File: config.mk
export PLATFORM = sky130hd
export DESIGN_NAME = rational_alu_with_reduction
export DESIGN_NICKNAME = d
export VERILOG_FILES = /design/src/rar_pkg.sv /design/src/rar_ctrl.sv /design/src/rar_datapath.sv /design/src/rational_alu_with_reduction.sv
export SDC_FILE = /design/constraint.sdc
export NUM_CORES = 2
export LEC_CHECK = 0
export CORE_ASPECT_RATIO = 0.5
export CORE_UTILIZATION = 55
export CTS_BUF_LIST = sky130_fd_sc_hd__clkbuf_8
export CTS_CLUSTER_SIZE = 40
export DETAILED_ROUTE_END_ITERATION = 10
export DONT_BUFFER_PORTS = 1
export GPL_ROUTABILITY_DRIVEN = 1
export PLACE_DENSITY_LB_ADDON = 0.2
export SYNTH_ARGS = -nofsm -noshare
export SYNTH_HDL_FRONTEND = slang
export SYNTH_SLANG_ARGS = --single-unit
File: constraint.sdc
create_clock -name clk -period 15.62 [get_ports clk]
set_input_delay 2.343 -clock clk [delete_from_list [all_inputs] [get_ports clk]]
set_output_delay 2.343 -clock clk [all_outputs]
set_load 0.005 [all_outputs]
File: src/rar_pkg.sv
// ----------------------------------------------------------------------------
// rar_pkg
// shared types and constants of the rational alu with gcd reduction
// ----------------------------------------------------------------------------
`default_nettype none

package rar_pkg;

	localparam int OPERAND_WIDTH_DEF = 15;
	localparam int RES_NUM_W         = 31;
	localparam int RES_DEN_W         = 30;
	localparam int OUT_TDATA_W       = 64;

	// operation codes carried on the request tuser
	localparam logic [1:0] OP_ADD = 2'd0;
	localparam logic [1:0] OP_SUB = 2'd1;
	localparam logic [1:0] OP_MUL = 2'd2;
	localparam logic [1:0] OP_DIV = 2'd3;

	// which product the shared multiplier forms
	typedef enum logic [1:0] {
		MUL_T0 = 2'd0,
		MUL_T1 = 2'd1,
		MUL_D  = 2'd2
	} mul_sel_t;

	typedef struct packed {
		logic     load;
		logic     mul_en;
		mul_sel_t mul_sel;
		logic     comb;
		logic     gcd_step;
		logic     div_init;
		logic     div_step;
		logic     push;
	} cmd_t;

	typedef struct packed {
		logic err;
		logic gcd_done;
		logic div_last;
		logic out_free;
	} stat_t;

endpackage

`default_nettype wire

File: src/rar_ctrl.sv
// ----------------------------------------------------------------------------
// rar_ctrl
// sequencer: multiply steps, combine, binary gcd loop, division, result push
// ----------------------------------------------------------------------------
`default_nettype none

module rar_ctrl (
	input  wire logic          clk,
	input  wire logic          arst_n,
	input  wire logic          in_valid,
	output logic               in_ready,
	input  wire rar_pkg::stat_t st,
	output rar_pkg::cmd_t      cmd
);

	typedef enum logic [8:0] {
		S_IDLE  = 9'b000000001,
		S_MUL0  = 9'b000000010,
		S_MUL1  = 9'b000000100,
		S_MUL2  = 9'b000001000,
		S_COMB  = 9'b000010000,
		S_GCD   = 9'b000100000,
		S_DINIT = 9'b001000000,
		S_DIV   = 9'b010000000,
		S_PUSH  = 9'b100000000
	} state_t;

	state_t state_q, state_d;

	always_ff @(posedge clk or negedge arst_n) begin
		if (!arst_n) begin
			state_q <= S_IDLE;
		end else begin
			state_q <= state_d;
		end
	end

	assign in_ready = (state_q == S_IDLE);

	always_comb begin
		state_d      = state_q;
		cmd          = '0;
		cmd.mul_sel  = rar_pkg::MUL_T0;
		unique case (state_q)
			S_IDLE: begin
				if (in_valid) begin
					cmd.load = 1'b1;
					state_d  = S_MUL0;
				end
			end
			S_MUL0: begin
				cmd.mul_en  = 1'b1;
				cmd.mul_sel = rar_pkg::MUL_T0;
				state_d     = S_MUL1;
			end
			S_MUL1: begin
				cmd.mul_en  = 1'b1;
				cmd.mul_sel = rar_pkg::MUL_T1;
				state_d     = S_MUL2;
			end
			S_MUL2: begin
				cmd.mul_en  = 1'b1;
				cmd.mul_sel = rar_pkg::MUL_D;
				state_d     = S_COMB;
			end
			S_COMB: begin
				cmd.comb = 1'b1;
				state_d  = S_GCD;
			end
			S_GCD: begin
				priority if (st.err) begin
					state_d = S_PUSH;
				end else if (st.gcd_done) begin
					state_d = S_DINIT;
				end else begin
					cmd.gcd_step = 1'b1;
				end
			end
			S_DINIT: begin
				cmd.div_init = 1'b1;
				state_d      = S_DIV;
			end
			S_DIV: begin
				cmd.div_step = 1'b1;
				if (st.div_last) begin
					state_d = S_PUSH;
				end
			end
			S_PUSH: begin
				if (st.out_free) begin
					cmd.push = 1'b1;
					state_d  = S_IDLE;
				end
			end
			default: begin
				state_d = S_IDLE;
			end
		endcase
	end

`ifndef SYNTHESIS
	a_load_starts_mul: assert property (@(posedge clk) disable iff (!arst_n)
		cmd.load |=> (state_q == S_MUL0))
		else $error("accepted request did not start the multiply sequence");
`endif

endmodule

`default_nettype wire

File: src/rar_datapath.sv
// ----------------------------------------------------------------------------
// rar_datapath
// shared multiplier, combine adder, binary gcd unit, two restoring dividers
// ----------------------------------------------------------------------------
`default_nettype none

module rar_datapath #(
	parameter int OPERAND_WIDTH = rar_pkg::OPERAND_WIDTH_DEF
) (
	input  wire logic                     clk,
	input  wire logic                     arst_n,
	input  wire logic [1:0]               req_type,
	input  wire logic [OPERAND_WIDTH-1:0] a_num,
	input  wire logic [OPERAND_WIDTH-1:0] a_den,
	input  wire logic [OPERAND_WIDTH-1:0] b_num,
	input  wire logic [OPERAND_WIDTH-1:0] b_den,
	input  wire rar_pkg::cmd_t            cmd,
	output rar_pkg::stat_t                st,
	output logic                          out_valid,
	input  wire logic                     out_ready,
	output logic [rar_pkg::RES_NUM_W-1:0] res_num,
	output logic [rar_pkg::RES_DEN_W-1:0] res_den,
	output logic                          status
);

	localparam int PW = 2 * OPERAND_WIDTH;
	localparam int NW = PW + 1;
	localparam int CW = $clog2(NW + 1);

	logic [1:0]               op_q;
	logic [OPERAND_WIDTH-1:0] an_q, ad_q, bn_q, bd_q;
	logic                     err_q;
	logic [PW-1:0]            t0_q, t1_q, d_q;
	logic [NW-1:0]            n_q;
	logic [NW-1:0]            gx_q, gy_q, g_q;
	logic [CW-1:0]            k_q, cnt_q;
	logic [NW-1:0]            qn_q, qd_q, rn_q, rd_q;

	// shared multiplier
	logic [OPERAND_WIDTH-1:0] mul_a, mul_b;
	logic [PW-1:0]            prod;

	always_comb begin
		unique case (cmd.mul_sel)
			rar_pkg::MUL_T0: begin
				mul_a = an_q;
				mul_b = (op_q == rar_pkg::OP_MUL) ? bn_q : bd_q;
			end
			rar_pkg::MUL_T1: begin
				mul_a = ad_q;
				mul_b = bn_q;
			end
			rar_pkg::MUL_D: begin
				mul_a = ad_q;
				mul_b = (op_q == rar_pkg::OP_DIV) ? bn_q : bd_q;
			end
			default: begin
				mul_a = an_q;
				mul_b = bd_q;
			end
		endcase
	end

	assign prod = {{OPERAND_WIDTH{1'b0}}, mul_a} * {{OPERAND_WIDTH{1'b0}}, mul_b};

	// combine
	logic [NW-1:0] sum_w, diff_w, nval;
	logic          sub_bad;

	assign sum_w   = {1'b0, t0_q} + {1'b0, t1_q};
	assign diff_w  = {1'b0, t0_q} - {1'b0, t1_q};
	assign sub_bad = (t0_q <= t1_q);

	always_comb begin
		unique case (op_q)
			rar_pkg::OP_ADD: nval = sum_w;
			rar_pkg::OP_SUB: nval = diff_w;
			default:         nval = {1'b0, t0_q};
		endcase
	end

	// binary gcd step: one subtract, halving folded in
	logic [NW:0]   dxy;
	logic          borrow;
	logic [NW-1:0] dabs, half;

	assign dxy    = {1'b0, gx_q} - {1'b0, gy_q};
	assign borrow = dxy[NW];
	assign dabs   = borrow ? (~dxy[NW-1:0] + NW'(1)) : dxy[NW-1:0];
	assign half   = dabs >> 1;

	// restoring dividers, numerator and denominator side by side
	logic [NW:0] tn, td, sn, sd;
	logic        gen, ged;

	assign tn  = {rn_q, qn_q[NW-1]};
	assign td  = {rd_q, qd_q[NW-1]};
	assign sn  = tn - {1'b0, g_q};
	assign sd  = td - {1'b0, g_q};
	assign gen = !sn[NW];
	assign ged = !sd[NW];

	always_ff @(posedge clk) begin
		if (cmd.load) begin
			op_q  <= req_type;
			an_q  <= a_num;
			ad_q  <= a_den;
			bn_q  <= b_num;
			bd_q  <= b_den;
			err_q <= (a_num == '0) || (a_den == '0) || (b_num == '0) || (b_den == '0);
		end
		if (cmd.mul_en) begin
			unique case (cmd.mul_sel)
				rar_pkg::MUL_T0: t0_q <= prod;
				rar_pkg::MUL_T1: t1_q <= prod;
				default:         d_q  <= prod;
			endcase
		end
		if (cmd.comb) begin
			n_q   <= nval;
			gx_q  <= nval;
			gy_q  <= {1'b0, d_q};
			k_q   <= '0;
			err_q <= err_q || ((op_q == rar_pkg::OP_SUB) && sub_bad);
		end
		if (cmd.gcd_step) begin
			priority if (!gx_q[0] && !gy_q[0]) begin
				gx_q <= gx_q >> 1;
				gy_q <= gy_q >> 1;
				k_q  <= k_q + CW'(1);
			end else if (!gx_q[0]) begin
				gx_q <= gx_q >> 1;
			end else if (!gy_q[0]) begin
				gy_q <= gy_q >> 1;
			end else if (!borrow) begin
				gx_q <= half;
			end else begin
				gy_q <= half;
			end
		end
		if (cmd.div_init) begin
			g_q   <= (gx_q | gy_q) << k_q;
			qn_q  <= n_q;
			qd_q  <= {1'b0, d_q};
			rn_q  <= '0;
			rd_q  <= '0;
			cnt_q <= '0;
		end
		if (cmd.div_step) begin
			rn_q  <= gen ? sn[NW-1:0] : tn[NW-1:0];
			rd_q  <= ged ? sd[NW-1:0] : td[NW-1:0];
			qn_q  <= {qn_q[NW-2:0], gen};
			qd_q  <= {qd_q[NW-2:0], ged};
			cnt_q <= cnt_q + CW'(1);
		end
		if (cmd.push) begin
			res_num <= err_q ? '0 : rar_pkg::RES_NUM_W'(qn_q);
			res_den <= err_q ? '0 : rar_pkg::RES_DEN_W'(qd_q);
			status  <= err_q;
		end
	end

	always_ff @(posedge clk or negedge arst_n) begin
		if (!arst_n) begin
			out_valid <= 1'b0;
		end else begin
			priority if (cmd.push) begin
				out_valid <= 1'b1;
			end else if (out_ready) begin
				out_valid <= 1'b0;
			end
		end
	end

	assign st.err      = err_q;
	assign st.gcd_done = (gx_q == '0) || (gy_q == '0);
	assign st.div_last = (cnt_q == CW'(NW - 1));
	assign st.out_free = !out_valid || out_ready;

`ifndef SYNTHESIS
	a_push_needs_room: assert property (@(posedge clk) disable iff (!arst_n)
		cmd.push |-> (!out_valid || out_ready))
		else $error("result pushed over an untaken result");
	a_gcd_nonzero: assert property (@(posedge clk) disable iff (!arst_n)
		cmd.gcd_step |-> ((gx_q != '0) && (gy_q != '0)))
		else $error("gcd step on a zero operand");
	a_div_nonzero: assert property (@(posedge clk) disable iff (!arst_n)
		cmd.div_step |-> (g_q != '0))
		else $error("division by a zero gcd");
`endif

endmodule

`default_nettype wire

File: src/rational_alu_with_reduction.sv
// sequence: multiply steps, combine, binary gcd steps, then restoring division steps;
// error requests skip gcd and division
// one request at a time: the next request is taken once its result has been pushed
// into the output register, which holds it until taken
// arst_n clears the sequencer and the output valid; data registers are not reset
// ----------------------------------------------------------------------------
// rational_alu_with_reduction
// add, subtract, multiply or divide two fractions and reduce the result by its gcd
// ----------------------------------------------------------------------------
`default_nettype none

module rational_alu_with_reduction #(
	parameter int OPERAND_WIDTH = rar_pkg::OPERAND_WIDTH_DEF,
	localparam int InTdataW = ((4 * OPERAND_WIDTH + 7) / 8) * 8
) (
	input  wire logic                          clk,
	input  wire logic                          arst_n,
	input  wire logic                          s_axis_tvalid,
	output logic                               s_axis_tready,
	// a_num, a_den, b_num, b_den from bit 0 up
	input  wire logic [InTdataW-1:0]           s_axis_tdata,
	// req_type
	input  wire logic [1:0]                    s_axis_tuser,
	output logic                               m_axis_tvalid,
	input  wire logic                          m_axis_tready,
	// res_num, res_den from bit 0 up
	output logic [rar_pkg::OUT_TDATA_W-1:0]    m_axis_tdata,
	// status
	output logic [0:0]                         m_axis_tuser
);

	localparam int W = OPERAND_WIDTH;

	rar_pkg::cmd_t  cmd;
	rar_pkg::stat_t st;

	logic [rar_pkg::RES_NUM_W-1:0] res_num;
	logic [rar_pkg::RES_DEN_W-1:0] res_den;
	logic                          status;

	rar_ctrl u_ctrl (
		.clk      (clk),
		.arst_n   (arst_n),
		.in_valid (s_axis_tvalid),
		.in_ready (s_axis_tready),
		.st       (st),
		.cmd      (cmd)
	);

	rar_datapath #(
		.OPERAND_WIDTH (OPERAND_WIDTH)
	) u_dp (
		.clk       (clk),
		.arst_n    (arst_n),
		.req_type  (s_axis_tuser),
		.a_num     (s_axis_tdata[W-1:0]),
		.a_den     (s_axis_tdata[2*W-1:W]),
		.b_num     (s_axis_tdata[3*W-1:2*W]),
		.b_den     (s_axis_tdata[4*W-1:3*W]),
		.cmd       (cmd),
		.st        (st),
		.out_valid (m_axis_tvalid),
		.out_ready (m_axis_tready),
		.res_num   (res_num),
		.res_den   (res_den),
		.status    (status)
	);

	assign m_axis_tdata = {
		{(rar_pkg::OUT_TDATA_W - rar_pkg::RES_NUM_W - rar_pkg::RES_DEN_W){1'b0}},
		res_den, res_num};
	assign m_axis_tuser = status;

endmodule

`default_nettype wire

# After elaboration in Yosys (flattened, before gate mapping)
# Cells that the tools add are included.
dict set report word_totals {
  regBits 483
  wordCells 140
}
dict set report classes {
  addsub 8
  multipliers 1
  n_lt_le_gt_ge 1
  eq_ne 19
  shift 1
  muxes 53
  bitwise 3
  reduce_logical 30
}
# operator count
set op_table {}
lappend op_table {{31-bit 2-to-1 mux} 22}
lappend op_table {{9-bit one-hot mux with 9 select lines} 1}
lappend op_table {{32-bit by 31-bit subtractor with 32-bit output} 2}
lappend op_table {{31-bit logical NOT} 2}
lappend op_table {{31-bit one-hot mux with 2 select lines} 1}
lappend op_table {{15-bit logical NOT} 4}
lappend op_table {{15-bit 2-to-1 mux} 3}
lappend op_table {{9-bit 2-to-1 mux} 5}
lappend op_table {{15-bit one-hot mux with 3 select lines} 1}
lappend op_table {{31-bit by 31-bit subtractor with 32-bit output} 1}
lappend op_table {{30-bit by 30-bit adder with 31-bit output} 1}
lappend op_table {{31-bit by 1-bit adder with 31-bit output (second input constant)} 1}
lappend op_table {{31-bit NOT} 1}
lappend op_table {{31-bit OR} 1}
lappend op_table {{31-bit by 5-bit left shift with 31-bit output} 1}
lappend op_table {{30-bit by 30-bit subtractor with 31-bit output} 1}
lappend op_table {{30-bit <= comparator} 1}
lappend op_table {{15-bit by 15-bit multiplier with 30-bit output} 1}
lappend op_table {{5-bit 2-to-1 mux} 5}
lappend op_table {{1-bit 2-to-1 mux} 14}
lappend op_table {{5-bit by 1-bit adder with 5-bit output (second input constant)} 2}
lappend op_table {{9-bit by 1-bit == test with 1-bit output (second input constant)} 1}
lappend op_table {{9-bit by 2-bit == test with 1-bit output (second input constant)} 1}
lappend op_table {{9-bit by 3-bit == test with 1-bit output (second input constant)} 1}
lappend op_table {{other kinds (21)} 42}

# Longest topological paths before layout
dict set report depth {
  word_depth 9
  mapped_depth 35
  depth_no_buf 34
}

# By module
# From an unflattened synthesis, not the netlist that was laid out.
dict set report hier_totals {
  cells_unflattened 3910
  area_unflattened_um2 38405.6
}
# module instances cells_each area_each_um2 seq_area_each_um2
set modules_own_cells {}
lappend modules_own_cells {rar_datapath 1 3840 37729.9 13558.0}
lappend modules_own_cells {rar_ctrl 1 66 649.4 226.5}
lappend modules_own_cells {rational_alu_with_reduction 1 4 26.3 0.0}

# Worst setup path after synthesis
# No wires, ideal clock.
dict set report synth_timing {
  path_kind {register -> register}
  from {register u_ctrl.state_q[5]}
  to {register u_dp.d_q[29], data pin}
  setup_ns 0.269
  arrival_ns 8.831
  required_time_ns 15.351
  path_slack_ns 6.521
  stages_incl_launch_ff 31
  period_less_slack_ns 9.099
  cell_sequence {dfrtp_1 nor3_1 nand2_1 or3_1 or3b_2 ha_1 clkbuf_1 buf_1 mux2i_1 nor2_1 fa_1 inv_1 fa_1 inv_1 fa_1 fa_1 fa_1 inv_1 fa_1 inv_1 ha_1 a21o_1 a211oi_1 o32ai_1 a211o_1 a2111oi_0 nor3_1 a2111oi_0 o31ai_1 a21oi_1 xnor2_1}
}
dict set report synth_via {
  elab_chain_len 6
  word_cells_on_any_way 11
  classes_between {mul: 1; eq/ne: 5; mux: 3; reduce/logical: 2}
}
# item line_no
set synth_lines {}
lappend synth_lines {{start: declaration} rar_ctrl.sv:28} ;# state_t state_q, state_d;
lappend synth_lines {{start signal: assignment} rar_ctrl.sv:34} ;# state_q <= state_d;
lappend synth_lines {{9-bit by 4-bit == test with 1-bit output, or another cell as far along} rar_ctrl.sv:44} ;# unique case (state_q)
lappend synth_lines {{3-bit one-hot mux with 3 select lines (*)} rar_ctrl.sv:44}
lappend synth_lines {{2-bit == test or 2-bit by 1-bit == test with 1-bit output (tied branches)} rar_datapath.sv:44} ;# unique case (cmd.mul_sel)
lappend synth_lines {{2-bit OR reduction (no line)} n/a}
lappend synth_lines {{15-bit 2-to-1 mux} rar_datapath.sv:44}
lappend synth_lines {{15-bit by 15-bit multiplier with 30-bit output (*)} rar_datapath.sv:64} ;# assign prod = {{OPERAND_WIDTH{1'b0}}, mul_a} * {{OPERAND_WIDTH{1'b0}}, mul_b};
lappend synth_lines {{via u_dp.prod[29]} rar_datapath.sv:41} ;# logic [PW-1:0] prod;
lappend synth_lines {{end signal: assignment} rar_datapath.sv:116} ;# default: d_q <= prod;
lappend synth_lines {{end: declaration} rar_datapath.sv:33} ;# logic [PW-1:0] t0_q, t1_q, d_q;
# The timed path passes the listed nets; every way through them passes the cells marked *.
# A chain may end at the register's enable or synchronous reset.

# Final worst setup path
# Ends and elaborated chain as after synthesis.

==> impl_metrics.env <==
export IMPL_worst_slew_pin_slew_ns=1.146
export IMPL_required_ns=16.11
export IMPL_async_flop_share=0.02070
export IMPL_cp_max_fo=26
export IMPL_max_cap_violations=0
export IMPL_die_h_um=187.1
export IMPL_startpoint_type="register"
export IMPL_status="completed"
export IMPL_slew_headroom=0.2263
export IMPL_syn_inst=3869
export IMPL_grt_start_max_net_pins=69
export IMPL_rsz0062_at_grt="false"
export IMPL_multi_input_area_um2=21790
export IMPL_viasPerCell=6.097
export IMPL_syn_area_per_cell_um2=9.743
export IMPL_die_width_um=372.2
export IMPL_grt_overflow=0
export IMPL_drv_slew=0
export IMPL_seq_area_frac_synth=0.3657
export IMPL_grt_pass1_wl_um=160200
export IMPL_setup_viol=0
export IMPL_clk_path_buf_depth=3
export IMPL_fin_setup_tns_ns=0
export IMPL_ys_flop_type="edfxtp_1"
export IMPL_wl_per_cell_um=21.72
export IMPL_drtIter0Drc=2315
export IMPL_antenna_left=0
export IMPL_portBuffers=0
export IMPL_htreeDepth=3
export IMPL_critical_path_arrival_ns=10.78
export IMPL_vias=29181
export IMPL_final_cell_mix="nand2_1, inv_1, edfxtp_1, nor2_1, ha_1"
export IMPL_yosysUniqueCellTypes=107
export IMPL_antenna_found_initial=4
export IMPL_rows=67
export IMPL_layout_drive_gt1_share=0.07049
export IMPL_critical_path_class="register to register"
export IMPL_grt_pass1_vias=28510
export IMPL_grt_met3_usage=0.05516
export IMPL_synth_seq_cells=483
export IMPL_use_met1=0.4041
export IMPL_cp_slowest_stage_delay_ns=0.86
export IMPL_grt_util_met2=0.4779
export IMPL_hold_violations=0
export IMPL_fin_worst_skew_ns=0.04582
export IMPL_gp_congestion=0.9763
export IMPL_hpwl_um=78980
export IMPL_cp_common_cell="fa_1"
export IMPL_start_util=0.5593
export IMPL_clk_pin_slew_ns=0.06
export IMPL_cts_buffers=75
export IMPL_drc=0
export IMPL_final_nets=4360
export IMPL_clock_latency_ns=0.75
export IMPL_postCtsSetupBuffers=0
export IMPL_tritoncts="built"
export IMPL_cts_root_buf="clkbuf_8"
export IMPL_synth_edf_count=406
export IMPL_endpoint_kind="register"
export IMPL_firstDrtPassIters=6
export IMPL_layout_commonest_cell="nand2_1"
export IMPL_core_um2=67400
export IMPL_post_route_period_util=0.6589
export IMPL_nFillCells=5832
export IMPL_drt_wl_total_um=104000
export IMPL_syn_area_um2=37700
export IMPL_syn_to_final_growth_pct=6.300
export IMPL_slowest_stage="a22oi_1"
export IMPL_dieArea_um2=69650
export IMPL_hp_class="register to register"
export IMPL_max_freq_mhz=97.16
export IMPL_clkSinkCount=483
export IMPL_globalRouteTotalUtil=0.2983
export IMPL_ctsHoldBuffers=0
export IMPL_grt_busiest_layer="met2"
export IMPL_min_period_ns=10.29
export IMPL_seqCellArea_um2=13790
export IMPL_ios=137
export IMPL_yosys_warnings=0
export IMPL_post_cts_resize_count=0
critical path, delay by kind of cell (launching register included):
| kind | cells | cell delay (ns) |
|---|---|---|
| adder cells (fa/ha/maj) | 8 | 3.62 |
| AO/OA/AOI/OAI | 9 | 3.19 |
| AND/OR/NAND/NOR | 8 | 2.00 |
| flip-flops | 1 | 0.40 |
| buffers and inverters | 3 | 0.31 |
| multiplexers | 1 | 0.28 |
| XOR/XNOR | 1 | 0.23 |
synthesized netlist by cell type (13+ instances only):
cell type | n | area share
fa_1 | 172 | 0.091
and2_1 | 15 | 0.0025
inv_1 | 402 | 0.040
ha_1 | 288 | 0.096
clkbuf_1 | 131 | 0.013
o21ai_0 | 143 | 0.019
nand4_1 | 27 | 0.0045
mux2i_1 | 112 | 0.030
a22oi_1 | 23 | 0.0046
or4_1 | 14 | 0.0028
a31oi_1 | 21 | 0.0035
nor4_1 | 46 | 0.0076
xnor2_1 | 105 | 0.024
nor3b_1 | 16 | 0.0032
mux4_2 | 36 | 0.022
a22o_1 | 13 | 0.0030
a211oi_1 | 30 | 0.0060
or3_1 | 16 | 0.0027
xor2_1 | 45 | 0.010
a21o_1 | 71 | 0.014
o21a_1 | 27 | 0.0054
nand2_1 | 458 | 0.046
and3_1 | 15 | 0.0025
or2_2 | 17 | 0.0028
nand2b_1 | 29 | 0.0048
o31ai_1 | 19 | 0.0038
o211ai_1 | 22 | 0.0044
dfxtp_1 | 67 | 0.036
a21oi_1 | 178 | 0.024
nor3_1 | 58 | 0.0077
edfxtp_1 | 406 | 0.32
nand3_1 | 37 | 0.0049
a221oi_1 | 13 | 0.0030
o22ai_1 | 38 | 0.0063
nor2_1 | 366 | 0.036
buf_1 | 16 | 0.0016
mux2_2 | 19 | 0.0057
nor2b_1 | 98 | 0.016
o21bai_1 | 23 | 0.0046
routing by layer:
metal | routed length, µm | vias to the layer above
met3 | 7996 | 194
met1 | 44850 | 14300
li1 | - | 13562
met2 | 47530 | 1125
met5 | 0 | -
met4 | 3583 | 0
state kept, by name (all words and copies together) (netlist names), 2 cells and up:
register / cells
u_dp.g_q: 31
u_dp.rd_q: 31
u_dp.res_num: 31
u_dp.k_q: 5
u_dp.rn_q: 31
u_dp.bn_q: 15
u_dp.qd_q: 31
u_dp.op_q: 2
u_dp.gx_q: 31
u_dp.cnt_q: 5
u_dp.d_q: 30
u_dp.bd_q: 15
u_dp.n_q: 31
u_dp.ad_q: 15
u_dp.res_den: 30
u_dp.gy_q: 31
u_dp.an_q: 15
u_dp.qn_q: 31
u_ctrl.state_q: 9
u_dp.t0_q: 30
u_dp.t1_q: 30
cells by family after synthesis:
kind of cell	count (synthesis)	synth area share
AOI/OAI and AO/OA	777	0.1401
other	1	0.00009948
muxes	169	0.05752
buffers and inverters	571	0.05878
xor gates and xnor gates	152	0.03601
DFF	483	0.3657
adders and majority gates	460	0.1869
and+or+nand+nor	1256	0.1549
through the flow:
stage | setup WS, ns | instance area [µm²] | cells | util | hold slack [ns]
6_report | 5.327 | 40070 | 4786 | 0.5945 | 0.5031
5_1_grt | 4.825 | 40070 | 4786 | 0.5945 | 0.5280
4_1_cts | 5.446 | 40070 | 4784 | 0.5945 | 0.5081
3_5_place_dp | 5.463 | 38580 | 4650 | 0.5724 | 0.4955
3_3_place_gp | 5.657 | 38580 | 4650 | 0.5724 | 0.4894
2_1_floorplan | 6.521 | 37700 | 3871 | - | 0.4607
path summary, 6_finish.rpt:
path                                                    start  cells after the start                       endpoint  slack, ns
worst min register to register         u_dp.n_q[11]$_DFFE_PN_                      2        u_dp.qn_q[11]$_DFFE_PP_       0.50
max in group asynchronous                              arst_n                      0  u_ctrl.state_q[0]$_DFFE_PN1P_      14.15
min in group asynchronous                              arst_n                      0  u_ctrl.state_q[7]$_DFFE_PN0P_       1.30
worst min-delay path                   u_dp.n_q[11]$_DFFE_PN_                      2        u_dp.qn_q[11]$_DFFE_PP_       0.50
worst max register to register  u_ctrl.state_q[5]$_DFFE_PN0P_                     30         u_dp.d_q[29]$_DFFE_PP_       5.33
worst max-delay path            u_ctrl.state_q[5]$_DFFE_PN0P_                     30         u_dp.d_q[29]$_DFFE_PP_       5.33
cell type report:
cell class | instances | share of cell area
Timing Repair Buffer | 48 | 0.008993
Antenna cell | 2 | 0.0001249
Multi-Input combinational cell | 2817 | 0.5438
Inverter | 405 | 0.03800
Clock buffer | 79 | 0.02713
Tap cell | 897 | 0.02801
Clock inverter | 55 | 0.009929
Sequential cell | 483 | 0.3440
Power is not shown: default switching activity piles up to over one toggle a cycle in this logic, so the estimate is an artifact.
